### src/rtl/tse_pkg.sv
package tse_pkg;

   // Widths fixed by the request and result formats.
   localparam int OP_W    = 3;
   localparam int VALUE_W = 32;
   localparam int COUNT_W = 5;

   // Default number of members each set can hold.
   localparam int CAPACITY_DEF = 16;

   // Operation codes.
   localparam logic [OP_W-1:0] OP_ADD      = 3'd0;
   localparam logic [OP_W-1:0] OP_REMOVE   = 3'd1;
   localparam logic [OP_W-1:0] OP_CONTAINS = 3'd2;
   localparam logic [OP_W-1:0] OP_INTER    = 3'd3;
   localparam logic [OP_W-1:0] OP_UNION    = 3'd4;
   localparam logic [OP_W-1:0] OP_DIFF     = 3'd5;
   localparam logic [OP_W-1:0] OP_SUBSET   = 3'd6;

   // One request.
   typedef struct packed {
      logic [OP_W-1:0]           op;
      logic                      set_sel;
      logic signed [VALUE_W-1:0] value;
   } tse_req_type;

   // One result.
   typedef struct packed {
      logic signed [VALUE_W-1:0] elem;
      logic                      has_elem;
      logic                      flag;
      logic [COUNT_W-1:0]        count;
      logic                      status;
      logic                      last;
   } tse_rsp_type;

endpackage

### src/rtl/two_set_table_engine_core.sv
// Add and contains search the chosen set once; remove then moves each later member down one
// place to close the gap. Subset, intersection and difference search the right set once per
// left member; union streams the left set, then searches it once per right member.
// One request at a time; busy falls with the last result.
// The search runs at one stored member per cycle, set by the single read port of the store.
// Reset empties both sets but leaves the store contents; results cannot be stalled.
module two_set_table_engine_core #(
   parameter int CAPACITY = tse_pkg::CAPACITY_DEF
) (
   input  logic                 clock,
   input  logic                 reset,
   input  logic                 start,
   output logic                 busy,
   input  tse_pkg::tse_req_type req_data,
   output logic                 rsp_valid,
   output tse_pkg::tse_rsp_type rsp_data
);

   localparam int ADDR_W = $clog2(CAPACITY) + 1;

   logic                        mem_we;
   logic [ADDR_W-1:0]           mem_waddr;
   logic [tse_pkg::VALUE_W-1:0] mem_wdata;
   logic [ADDR_W-1:0]           mem_raddr;
   logic [tse_pkg::VALUE_W-1:0] mem_rdata;

   // Request sequencer with the set sizes.
   tse_sequencer #(
      .CAPACITY (CAPACITY),
      .ADDR_W   (ADDR_W)
   ) u_sequencer (
      .clock     (clock),
      .reset     (reset),
      .start     (start),
      .busy      (busy),
      .req_data  (req_data),
      .rsp_valid (rsp_valid),
      .rsp_data  (rsp_data),
      .mem_we    (mem_we),
      .mem_waddr (mem_waddr),
      .mem_wdata (mem_wdata),
      .mem_raddr (mem_raddr),
      .mem_rdata (mem_rdata)
   );

   // Member store for both sets.
   tse_member_mem #(
      .ADDR_W (ADDR_W)
   ) u_member_mem (
      .clock     (clock),
      .mem_we    (mem_we),
      .mem_waddr (mem_waddr),
      .mem_wdata (mem_wdata),
      .mem_raddr (mem_raddr),
      .mem_rdata (mem_rdata)
   );

endmodule

### src/rtl/tse_member_mem.sv
module tse_member_mem #(
   parameter int ADDR_W = $clog2(tse_pkg::CAPACITY_DEF) + 1
) (
   input  logic                        clock,
   input  logic                        mem_we,
   input  logic [ADDR_W-1:0]           mem_waddr,
   input  logic [tse_pkg::VALUE_W-1:0] mem_wdata,
   input  logic [ADDR_W-1:0]           mem_raddr,
   output logic [tse_pkg::VALUE_W-1:0] mem_rdata
);

   localparam int DEPTH = 2 ** ADDR_W;

   logic [tse_pkg::VALUE_W-1:0] mem_ff [DEPTH];
   logic [tse_pkg::VALUE_W-1:0] rdata_ff;

   // Single write port; the set select forms the top address bit.
   always_ff @(posedge clock) begin
      if (mem_we) begin
         mem_ff[mem_waddr] <= mem_wdata;
      end
   end

   // Registered read port: the data follows the address in the next cycle.
   always_ff @(posedge clock) begin
      rdata_ff <= mem_ff[mem_raddr];
   end

   assign mem_rdata = rdata_ff;

endmodule

### src/rtl/tse_sequencer.sv
module tse_sequencer #(
   parameter int CAPACITY = tse_pkg::CAPACITY_DEF,
   parameter int ADDR_W   = $clog2(tse_pkg::CAPACITY_DEF) + 1
) (
   input  logic                        clock,
   input  logic                        reset,
   input  logic                        start,
   output logic                        busy,
   input  tse_pkg::tse_req_type        req_data,
   output logic                        rsp_valid,
   output tse_pkg::tse_rsp_type        rsp_data,
   output logic                        mem_we,
   output logic [ADDR_W-1:0]           mem_waddr,
   output logic [tse_pkg::VALUE_W-1:0] mem_wdata,
   output logic [ADDR_W-1:0]           mem_raddr,
   input  logic [tse_pkg::VALUE_W-1:0] mem_rdata
);

   localparam int IDX_W = ADDR_W - 1;
   localparam int CNT_W = $clog2(CAPACITY + 1);

   localparam logic [2:0] ST_IDLE     = 3'd0;
   localparam logic [2:0] ST_OREAD    = 3'd1;
   localparam logic [2:0] ST_OWAIT    = 3'd2;
   localparam logic [2:0] ST_SCAN     = 3'd3;
   localparam logic [2:0] ST_SHIFT_RD = 3'd4;
   localparam logic [2:0] ST_SHIFT_WR = 3'd5;
   localparam logic [2:0] ST_FINISH   = 3'd6;

   logic [2:0]                  state_ff,      state_in;
   logic [tse_pkg::OP_W-1:0]    op_ff,         op_in;
   logic                        sel_ff,        sel_in;
   logic [tse_pkg::VALUE_W-1:0] key_ff,        key_in;
   logic [CNT_W-1:0]            oi_ff,         oi_in;
   logic [CNT_W-1:0]            on_ff,         on_in;
   logic                        outer_set_ff,  outer_set_in;
   logic                        phase_b_ff,    phase_b_in;
   logic [CNT_W-1:0]            ii_ff,         ii_in;
   logic [CNT_W-1:0]            n_ff,          n_in;
   logic                        scan_set_ff,   scan_set_in;
   logic                        rd_pend_ff,    rd_pend_in;
   logic [CNT_W-1:0]            j_ff,          j_in;
   logic [CNT_W-1:0]            count_ff [2];
   logic [CNT_W-1:0]            count_in [2];
   logic                        pend_valid_ff, pend_valid_in;
   logic [tse_pkg::VALUE_W-1:0] pend_elem_ff,  pend_elem_in;
   logic                        rsp_valid_ff,  rsp_valid_in;
   tse_pkg::tse_rsp_type        rsp_ff,        rsp_in;

   function automatic tse_pkg::tse_rsp_type make_rsp(
      input logic [tse_pkg::VALUE_W-1:0] elem,
      input logic                        has,
      input logic                        flag,
      input logic [CNT_W-1:0]            cnt,
      input logic                        status,
      input logic                        last
   );
      tse_pkg::tse_rsp_type r;
      r.elem     = elem;
      r.has_elem = has;
      r.flag     = flag;
      r.count    = tse_pkg::COUNT_W'(cnt);
      r.status   = status;
      r.last     = last;
      return r;
   endfunction

   // Sizes of the left and right operand sets of the current request.
   logic [CNT_W-1:0] ln;
   logic [CNT_W-1:0] rn;
   assign ln = count_ff[sel_ff];
   assign rn = count_ff[~sel_ff];

   // Sequencer: scans, shifts and streams results through a one-deep hold stage.
   always_comb begin
      logic                        hit;
      logic                        issue;
      logic                        found;
      logic                        prod;
      logic [tse_pkg::VALUE_W-1:0] prod_elem;
      logic [CNT_W-1:0]            jn;

      state_in      = state_ff;
      op_in         = op_ff;
      sel_in        = sel_ff;
      key_in        = key_ff;
      oi_in         = oi_ff;
      on_in         = on_ff;
      outer_set_in  = outer_set_ff;
      phase_b_in    = phase_b_ff;
      ii_in         = ii_ff;
      n_in          = n_ff;
      scan_set_in   = scan_set_ff;
      rd_pend_in    = rd_pend_ff;
      j_in          = j_ff;
      count_in[0]   = count_ff[0];
      count_in[1]   = count_ff[1];
      pend_valid_in = pend_valid_ff;
      pend_elem_in  = pend_elem_ff;
      rsp_valid_in  = 1'b0;
      rsp_in        = rsp_ff;
      mem_we        = 1'b0;
      mem_waddr     = {sel_ff, j_ff[IDX_W-1:0]};
      mem_wdata     = key_ff;
      mem_raddr     = {scan_set_ff, ii_ff[IDX_W-1:0]};

      hit       = rd_pend_ff && (mem_rdata == key_ff);
      issue     = ii_ff < n_ff;
      found     = hit;
      prod      = 1'b0;
      prod_elem = key_ff;
      jn        = CNT_W'(j_ff + 1'b1);

      case (state_ff)
         ST_IDLE: begin
            if (start) begin
               op_in         = req_data.op;
               sel_in        = req_data.set_sel;
               key_in        = req_data.value;
               pend_valid_in = 1'b0;
               phase_b_in    = 1'b0;
               oi_in         = '0;
               ii_in         = '0;
               rd_pend_in    = 1'b0;
               case (req_data.op)
                  tse_pkg::OP_ADD, tse_pkg::OP_REMOVE, tse_pkg::OP_CONTAINS: begin
                     scan_set_in = req_data.set_sel;
                     n_in        = count_ff[req_data.set_sel];
                     state_in    = ST_SCAN;
                  end
                  tse_pkg::OP_INTER, tse_pkg::OP_UNION, tse_pkg::OP_DIFF,
                  tse_pkg::OP_SUBSET: begin
                     outer_set_in = req_data.set_sel;
                     on_in        = count_ff[req_data.set_sel];
                     state_in     = ST_OREAD;
                  end
                  default: begin
                     state_in = ST_FINISH;
                  end
               endcase
            end
         end

         // Fetch the next member of the outer set, or move on when it is exhausted.
         ST_OREAD: begin
            if (oi_ff < on_ff) begin
               mem_raddr = {outer_set_ff, oi_ff[IDX_W-1:0]};
               state_in  = ST_OWAIT;
            end else if (op_ff == tse_pkg::OP_UNION && !phase_b_ff) begin
               phase_b_in   = 1'b1;
               outer_set_in = ~sel_ff;
               on_in        = rn;
               oi_in        = '0;
            end else begin
               state_in = ST_FINISH;
            end
         end

         // The outer member has arrived: stream it or look it up in the other set.
         ST_OWAIT: begin
            key_in = mem_rdata;
            oi_in  = CNT_W'(oi_ff + 1'b1);
            if (op_ff == tse_pkg::OP_UNION && !phase_b_ff) begin
               prod      = 1'b1;
               prod_elem = mem_rdata;
               state_in  = ST_OREAD;
            end else begin
               scan_set_in = (op_ff == tse_pkg::OP_UNION) ? sel_ff : ~sel_ff;
               n_in        = (op_ff == tse_pkg::OP_UNION) ? ln : rn;
               ii_in       = '0;
               rd_pend_in  = 1'b0;
               state_in    = ST_SCAN;
            end
         end

         // Pipelined search: issue one read a cycle, compare the previous read.
         ST_SCAN: begin
            rd_pend_in = issue;
            if (issue) begin
               ii_in = CNT_W'(ii_ff + 1'b1);
            end
            if (hit || (!issue && !rd_pend_ff)) begin
               case (op_ff)
                  tse_pkg::OP_ADD: begin
                     state_in     = ST_IDLE;
                     rsp_valid_in = 1'b1;
                     if (found) begin
                        rsp_in = make_rsp('0, 1'b0, 1'b0, ln, 1'b0, 1'b1);
                     end else if (ln < CNT_W'(CAPACITY)) begin
                        mem_we           = 1'b1;
                        mem_waddr        = {sel_ff, ln[IDX_W-1:0]};
                        mem_wdata        = key_ff;
                        count_in[sel_ff] = CNT_W'(ln + 1'b1);
                        rsp_in = make_rsp('0, 1'b0, 1'b1, CNT_W'(ln + 1'b1), 1'b0, 1'b1);
                     end else begin
                        rsp_in = make_rsp('0, 1'b0, 1'b0, ln, 1'b1, 1'b1);
                     end
                  end
                  tse_pkg::OP_REMOVE: begin
                     if (found) begin
                        j_in     = CNT_W'(ii_ff - 1'b1);
                        state_in = ST_SHIFT_RD;
                     end else begin
                        rsp_valid_in = 1'b1;
                        rsp_in       = make_rsp('0, 1'b0, 1'b0, ln, 1'b0, 1'b1);
                        state_in     = ST_IDLE;
                     end
                  end
                  tse_pkg::OP_CONTAINS: begin
                     rsp_valid_in = 1'b1;
                     rsp_in       = make_rsp('0, 1'b0, found, ln, 1'b0, 1'b1);
                     state_in     = ST_IDLE;
                  end
                  tse_pkg::OP_INTER, tse_pkg::OP_DIFF: begin
                     prod     = ((op_ff == tse_pkg::OP_INTER) == found);
                     state_in = ST_OREAD;
                  end
                  tse_pkg::OP_UNION: begin
                     prod     = !found;
                     state_in = ST_OREAD;
                  end
                  tse_pkg::OP_SUBSET: begin
                     if (found) begin
                        state_in = ST_OREAD;
                     end else begin
                        rsp_valid_in = 1'b1;
                        rsp_in       = make_rsp('0, 1'b0, 1'b0, ln, 1'b0, 1'b1);
                        state_in     = ST_IDLE;
                     end
                  end
                  default: begin
                     state_in = ST_FINISH;
                  end
               endcase
            end
         end

         // Close the gap left by a removed member, one entry at a time, by a read and then a write.
         ST_SHIFT_RD: begin
            if (jn < ln) begin
               mem_raddr = {sel_ff, jn[IDX_W-1:0]};
               state_in  = ST_SHIFT_WR;
            end else begin
               count_in[sel_ff] = CNT_W'(ln - 1'b1);
               rsp_valid_in     = 1'b1;
               rsp_in = make_rsp('0, 1'b0, 1'b1, CNT_W'(ln - 1'b1), 1'b0, 1'b1);
               state_in         = ST_IDLE;
            end
         end

         ST_SHIFT_WR: begin
            mem_we    = 1'b1;
            mem_waddr = {sel_ff, j_ff[IDX_W-1:0]};
            mem_wdata = mem_rdata;
            j_in      = jn;
            state_in  = ST_SHIFT_RD;
         end

         // Final result: the held member, or a single empty item.
         ST_FINISH: begin
            rsp_valid_in  = 1'b1;
            pend_valid_in = 1'b0;
            if (pend_valid_ff) begin
               rsp_in = make_rsp(pend_elem_ff, 1'b1, 1'b0, ln, 1'b0, 1'b1);
            end else begin
               rsp_in = make_rsp('0, 1'b0, (op_ff == tse_pkg::OP_SUBSET), ln, 1'b0, 1'b1);
            end
            state_in = ST_IDLE;
         end

         default: begin
            state_in = ST_IDLE;
         end
      endcase

      // A new streamed member pushes the held one out, which is then known not to be last.
      if (prod) begin
         if (pend_valid_ff) begin
            rsp_valid_in = 1'b1;
            rsp_in       = make_rsp(pend_elem_ff, 1'b1, 1'b0, ln, 1'b0, 1'b0);
         end
         pend_valid_in = 1'b1;
         pend_elem_in  = prod_elem;
      end
   end

   // Control registers.
   always_ff @(posedge clock) begin
      if (reset) begin
         state_ff      <= ST_IDLE;
         count_ff[0]   <= '0;
         count_ff[1]   <= '0;
         pend_valid_ff <= 1'b0;
         rsp_valid_ff  <= 1'b0;
      end else begin
         state_ff      <= state_in;
         count_ff[0]   <= count_in[0];
         count_ff[1]   <= count_in[1];
         pend_valid_ff <= pend_valid_in;
         rsp_valid_ff  <= rsp_valid_in;
      end
   end

   // Working registers and result payload.
   always_ff @(posedge clock) begin
      op_ff        <= op_in;
      sel_ff       <= sel_in;
      key_ff       <= key_in;
      oi_ff        <= oi_in;
      on_ff        <= on_in;
      outer_set_ff <= outer_set_in;
      phase_b_ff   <= phase_b_in;
      ii_ff        <= ii_in;
      n_ff         <= n_in;
      scan_set_ff  <= scan_set_in;
      rd_pend_ff   <= rd_pend_in;
      j_ff         <= j_in;
      pend_elem_ff <= pend_elem_in;
      rsp_ff       <= rsp_in;
   end

   assign busy      = (state_ff != ST_IDLE);
   assign rsp_valid = rsp_valid_ff;
   assign rsp_data  = rsp_ff;

`ifndef ASSERT_OFF
   // Neither set ever grows beyond its capacity.
   a_count_bound: assert property (@(posedge clock) disable iff (reset)
      (count_ff[0] <= CNT_W'(CAPACITY)) && (count_ff[1] <= CNT_W'(CAPACITY)))
      else $error("set size exceeds capacity");

   // The final result of a request coincides with the return to idle.
   a_last_idle: assert property (@(posedge clock) disable iff (reset)
      rsp_valid_ff && rsp_ff.last |-> state_ff == ST_IDLE)
      else $error("last result while request still in progress");

   // A result that is not the last one leaves the request in progress.
   a_more_busy: assert property (@(posedge clock) disable iff (reset)
      rsp_valid_ff && !rsp_ff.last |-> state_ff != ST_IDLE)
      else $error("request ended without a last result");

   // The store is written only by an add or by the gap-closing shift.
   a_write_src: assert property (@(posedge clock) disable iff (reset)
      mem_we |-> (state_ff == ST_SHIFT_WR) ||
                 ((state_ff == ST_SCAN) && (op_ff == tse_pkg::OP_ADD)))
      else $error("unexpected store write");

   // Set sizes hold while no request is being taken.
   a_count_idle: assert property (@(posedge clock) disable iff (reset)
      (state_ff == ST_IDLE) && !start |=> $stable(count_ff[0]) && $stable(count_ff[1]))
      else $error("set size changed while idle");
`endif

endmodule
### config.mk
export PLATFORM = sky130hd
export DESIGN_NAME = two_set_table_engine_core
export DESIGN_NICKNAME = d
export VERILOG_FILES = /design/src/rtl/tse_pkg.sv /design/src/rtl/two_set_table_engine_core.sv /design/src/rtl/tse_member_mem.sv /design/src/rtl/tse_sequencer.sv
export SDC_FILE = /design/constraint.sdc
export NUM_CORES = 2
export LEC_CHECK = 0
export ABC_AREA = 1
export BUFFER_PORTS_ARGS = -buffer_cell sky130_fd_sc_hd__buf_4
export CAP_MARGIN = 5
export CORE_ASPECT_RATIO = 1.4
export CORE_MARGIN = 4
export CORE_UTILIZATION = 40
export CTS_CLUSTER_DIAMETER = 50
export DETAILED_ROUTE_END_ITERATION = 6
export SLEW_MARGIN = 20
export SYNTH_ARGS = -nofsm -noshare
export SYNTH_HDL_FRONTEND = slang
export SYNTH_SLANG_ARGS = --single-unit
### constraint.sdc
create_clock -name clock -period 6.45 [get_ports clock]
set_input_delay 0.3225 -clock clock [delete_from_list [all_inputs] [get_ports clock]]
set_output_delay 0.3225 -clock clock [all_outputs]
set_load 0.02 [all_outputs]
==> flow_summary.toml <==
[outcome]
outcome = "completed"

[floorplanning]
start_util_pct = 40.29
core_um2 = 132500
die_area_um2 = 139400
die_x_um = 316.7
io_pins = 82
row_count = 158
die_h_um = 440.2

[route]
drtIter0Drc = 3966
first_pass_iters = 5
top_layer = "met5"
via_count = 38004
ant_nets = 0
vias_per_cell = 5.363
met3RoutedLength_mm = 9.821
route.met2.wl_mm = 79.82
wl_mm = 158.9
wl_per_cell_um = 22.42
drc_errors = 0
met1_length_mm = 62.36

[clock_tree]
cts_buffers = 114
cts_tree = "built"
ctsResizeCount = 0
cts_sinks = 1210
cts.clk_slew.worst_paths_ns = 0.07
clockBufferDepth = 3
clock_latency_ns = 0.74
cts_root_buf = "clkbuf_16"
htreeDepth = 3

[global_routing]
overflow = 0
grt_pass1_vias = 36504
grt_pass1_wl_mm = 235.3
track_usage_pct = 22.39
antenna_found_initial = 2
grt_max_degree = 188

[setup_path]
crit_path_end_kind = "register"
path_max_fanout = 17
arrival_ns = 5.34
crit_required_ns = 6.83
crit_type = "reg2reg"
critPathLaunchType = "register"

[sta]
fin_ws_ns = 1.486
hold_violations = 0
slew_headroom_pct = 18.10
fin_skew_ns = 0.02892
hold-worst-slack_ns = 0.03787
rsz0062_at_grt = "no"
period_share_pct = 76.96
tns_ns = 0
worst_pin_slew_ns = 1.229
finalCriticalPeriod_ns = 4.964
setup_viol = 0
drv_slew = 0
clock.fmax_mhz = 201.5

[logic_synthesis]
syn-num-nets = 5249
syn_area_per_cell_um2 = 10.28
yosys.cell_types.count = 43
ys_seq_area_share_pct = 66.42
ys_ff_latch = 1210
yosysWarnings = 0
synth_area_um2 = 53370
synthFlopType = "edfxtp_1"
synthArstFlopShare_pct = 0
netlist_instances = 5191
synth_edf_count = 1121

[finish]
area_delta_synth_final_pct = 13.18
antenna_cells = 0
post_route_cells_drive_above_1_share_pct = 8.599
nNetsFinal = 5289

[placement]
portBuffers = 81
hpwl_mm = 93.51
place.gp.congestion = 0.9269
pre_cts_slack_ns = 1.542

[min_path]
holdCritPathClass = "in2reg"

[run]
drv_cap = 0

[pwr]
leakage_nw = 23.57
p_per_area_nw_per_um2 = 514.3
total_power_mw = 31.07
peakVddDrop_mv = 0.6726
[state kept, by name, summed over array words and instances (netlist names), 3 cells and up, named ones only]
signal	count
u_sequencer.oi_ff	5
u_sequencer.j_ff	5
u_sequencer.op_ff	3
u_sequencer.state_ff	3
u_sequencer.n_ff	5
u_sequencer.rsp_data	41
u_member_mem.mem_ff	1024
u_sequencer.ii_ff	5
u_sequencer.count_ff	8
u_sequencer.key_ff	32
u_sequencer.on_ff	5
u_member_mem.mem_rdata	32
u_sequencer.pend_elem_ff	32
[worst paths after layout]
| kind | from | end | slack [ns] | cells past startpoint |
|---|---|---|---|---|
| max reg2reg | u_member_mem.mem_rdata[27] | u_member_mem.mem_ff[28][0] | 1.49 | 15 |
| min reg2reg | u_sequencer.pend_elem_ff[4] | u_sequencer.rsp_data[13] | 0.43 | 2 |
| min | req_data[28] | u_sequencer.key_ff[28] | 0.04 | 3 |
| max | u_member_mem.mem_rdata[27] | u_member_mem.mem_ff[28][0] | 1.49 | 15 |
[worst max-delay path: stages (launching register included)]
cell and delay, ns:
dfxtp_1 0.56, inv_1 0.12, nand2_1 0.18, nand2_1 0.08, clkinv_1 0.05, nand2_1 0.04
nor2_1 0.11, inv_1 0.05, nor2_1 0.12, nand3_1 0.34, nand3_1 0.30, nor2_1 0.11
o21ai_0 0.48, nand3_1 0.74, nor2_4 0.87, buf_4 0.43
[kinds of logic after synthesis]
group,synth area share [%]
fa+ha+maj,0.4455
xor+xnor,0.2790
compound gates,2.105
buf+inv,5.364
flops,66.42
simple gates,25.39
[metal layers]
metal,up-vias,track usage (%)
met5,-,0
li1,17754,-
met4,4,9.432
met1,18574,27.79
met3,297,2.921
met2,1375,39.25
[power breakdown]
| group | total [mW] | switching, mW | internal, mW | leakage [nW] |
|---|---|---|---|---|
| clock network | 6.49 | 2.98 | 3.52 | 1.74 |
| logic | 14.0 | 10.3 | 3.69 | 11.0 |
| registers | 10.5 | 0.399 | 10.1 | 10.9 |
[stage by stage]
stage               std cells  instance area [um2]  util (%)
floorplan                5191                53370         -
global placement         6833                56330     42.53
detailed placement       6838                56430     42.61
CTS                      7083                60320     45.54
global route             7086                60400     45.60
finish                   7086                60400     45.60
[area by class of cell]
type	instances	area, um2
tap	1760	2202
fill	12213	72050
clock inverter	55	395.4
clock buffer	156	3151
sequential	1210	35440
inverter	370	1403
timing repair buffer	236	2242
multi-input combinational	3299	15560
[layout by cell type, fill, tap and decap left out, types with 8 or more instances in the layout]
cell           instances
dfxtp_1               89
o21ai_2               15
inv_2                 11
clkinv_1              23
o21ai_0              114
o21ai_4               15
nand3b_1             193
inv_6                  9
inv_1                353
nor3_1                12
clkbuf_16            118
ha_1                  19
o21ai_1                8
xor2_1                10
edfxtp_1            1121
buf_4                173
nand3_1              980
dlygate4sd3_1         34
nand2_1             1728
buf_12                26
clkbuf_1              31
nor2_4                36
a21oi_1               34
clkinv_2              15
nand4_1               11
nor2_1                72
[timing repair]
action | CTS | global route
hold buffers | 34 | 0
buffers inserted | 0 | 0
hold endpoints to repair | 39 | 0
[synthesized netlist by cell type, drive strengths merged (19+ instances only)]
master	instances	share of area, %
buf	248	2.3
nand3b	193	2.7
ha	19	0.45
a21oi	34	0.32
inv	368	2.6
nand3	984	9.3
dfxtp	89	3.3
edfxtp	1121	63
nand2	1732	12
clkbuf	64	0.45
o21ai	152	1.4
nor2	110	0.83
Power figures use the tool's default switching activity.
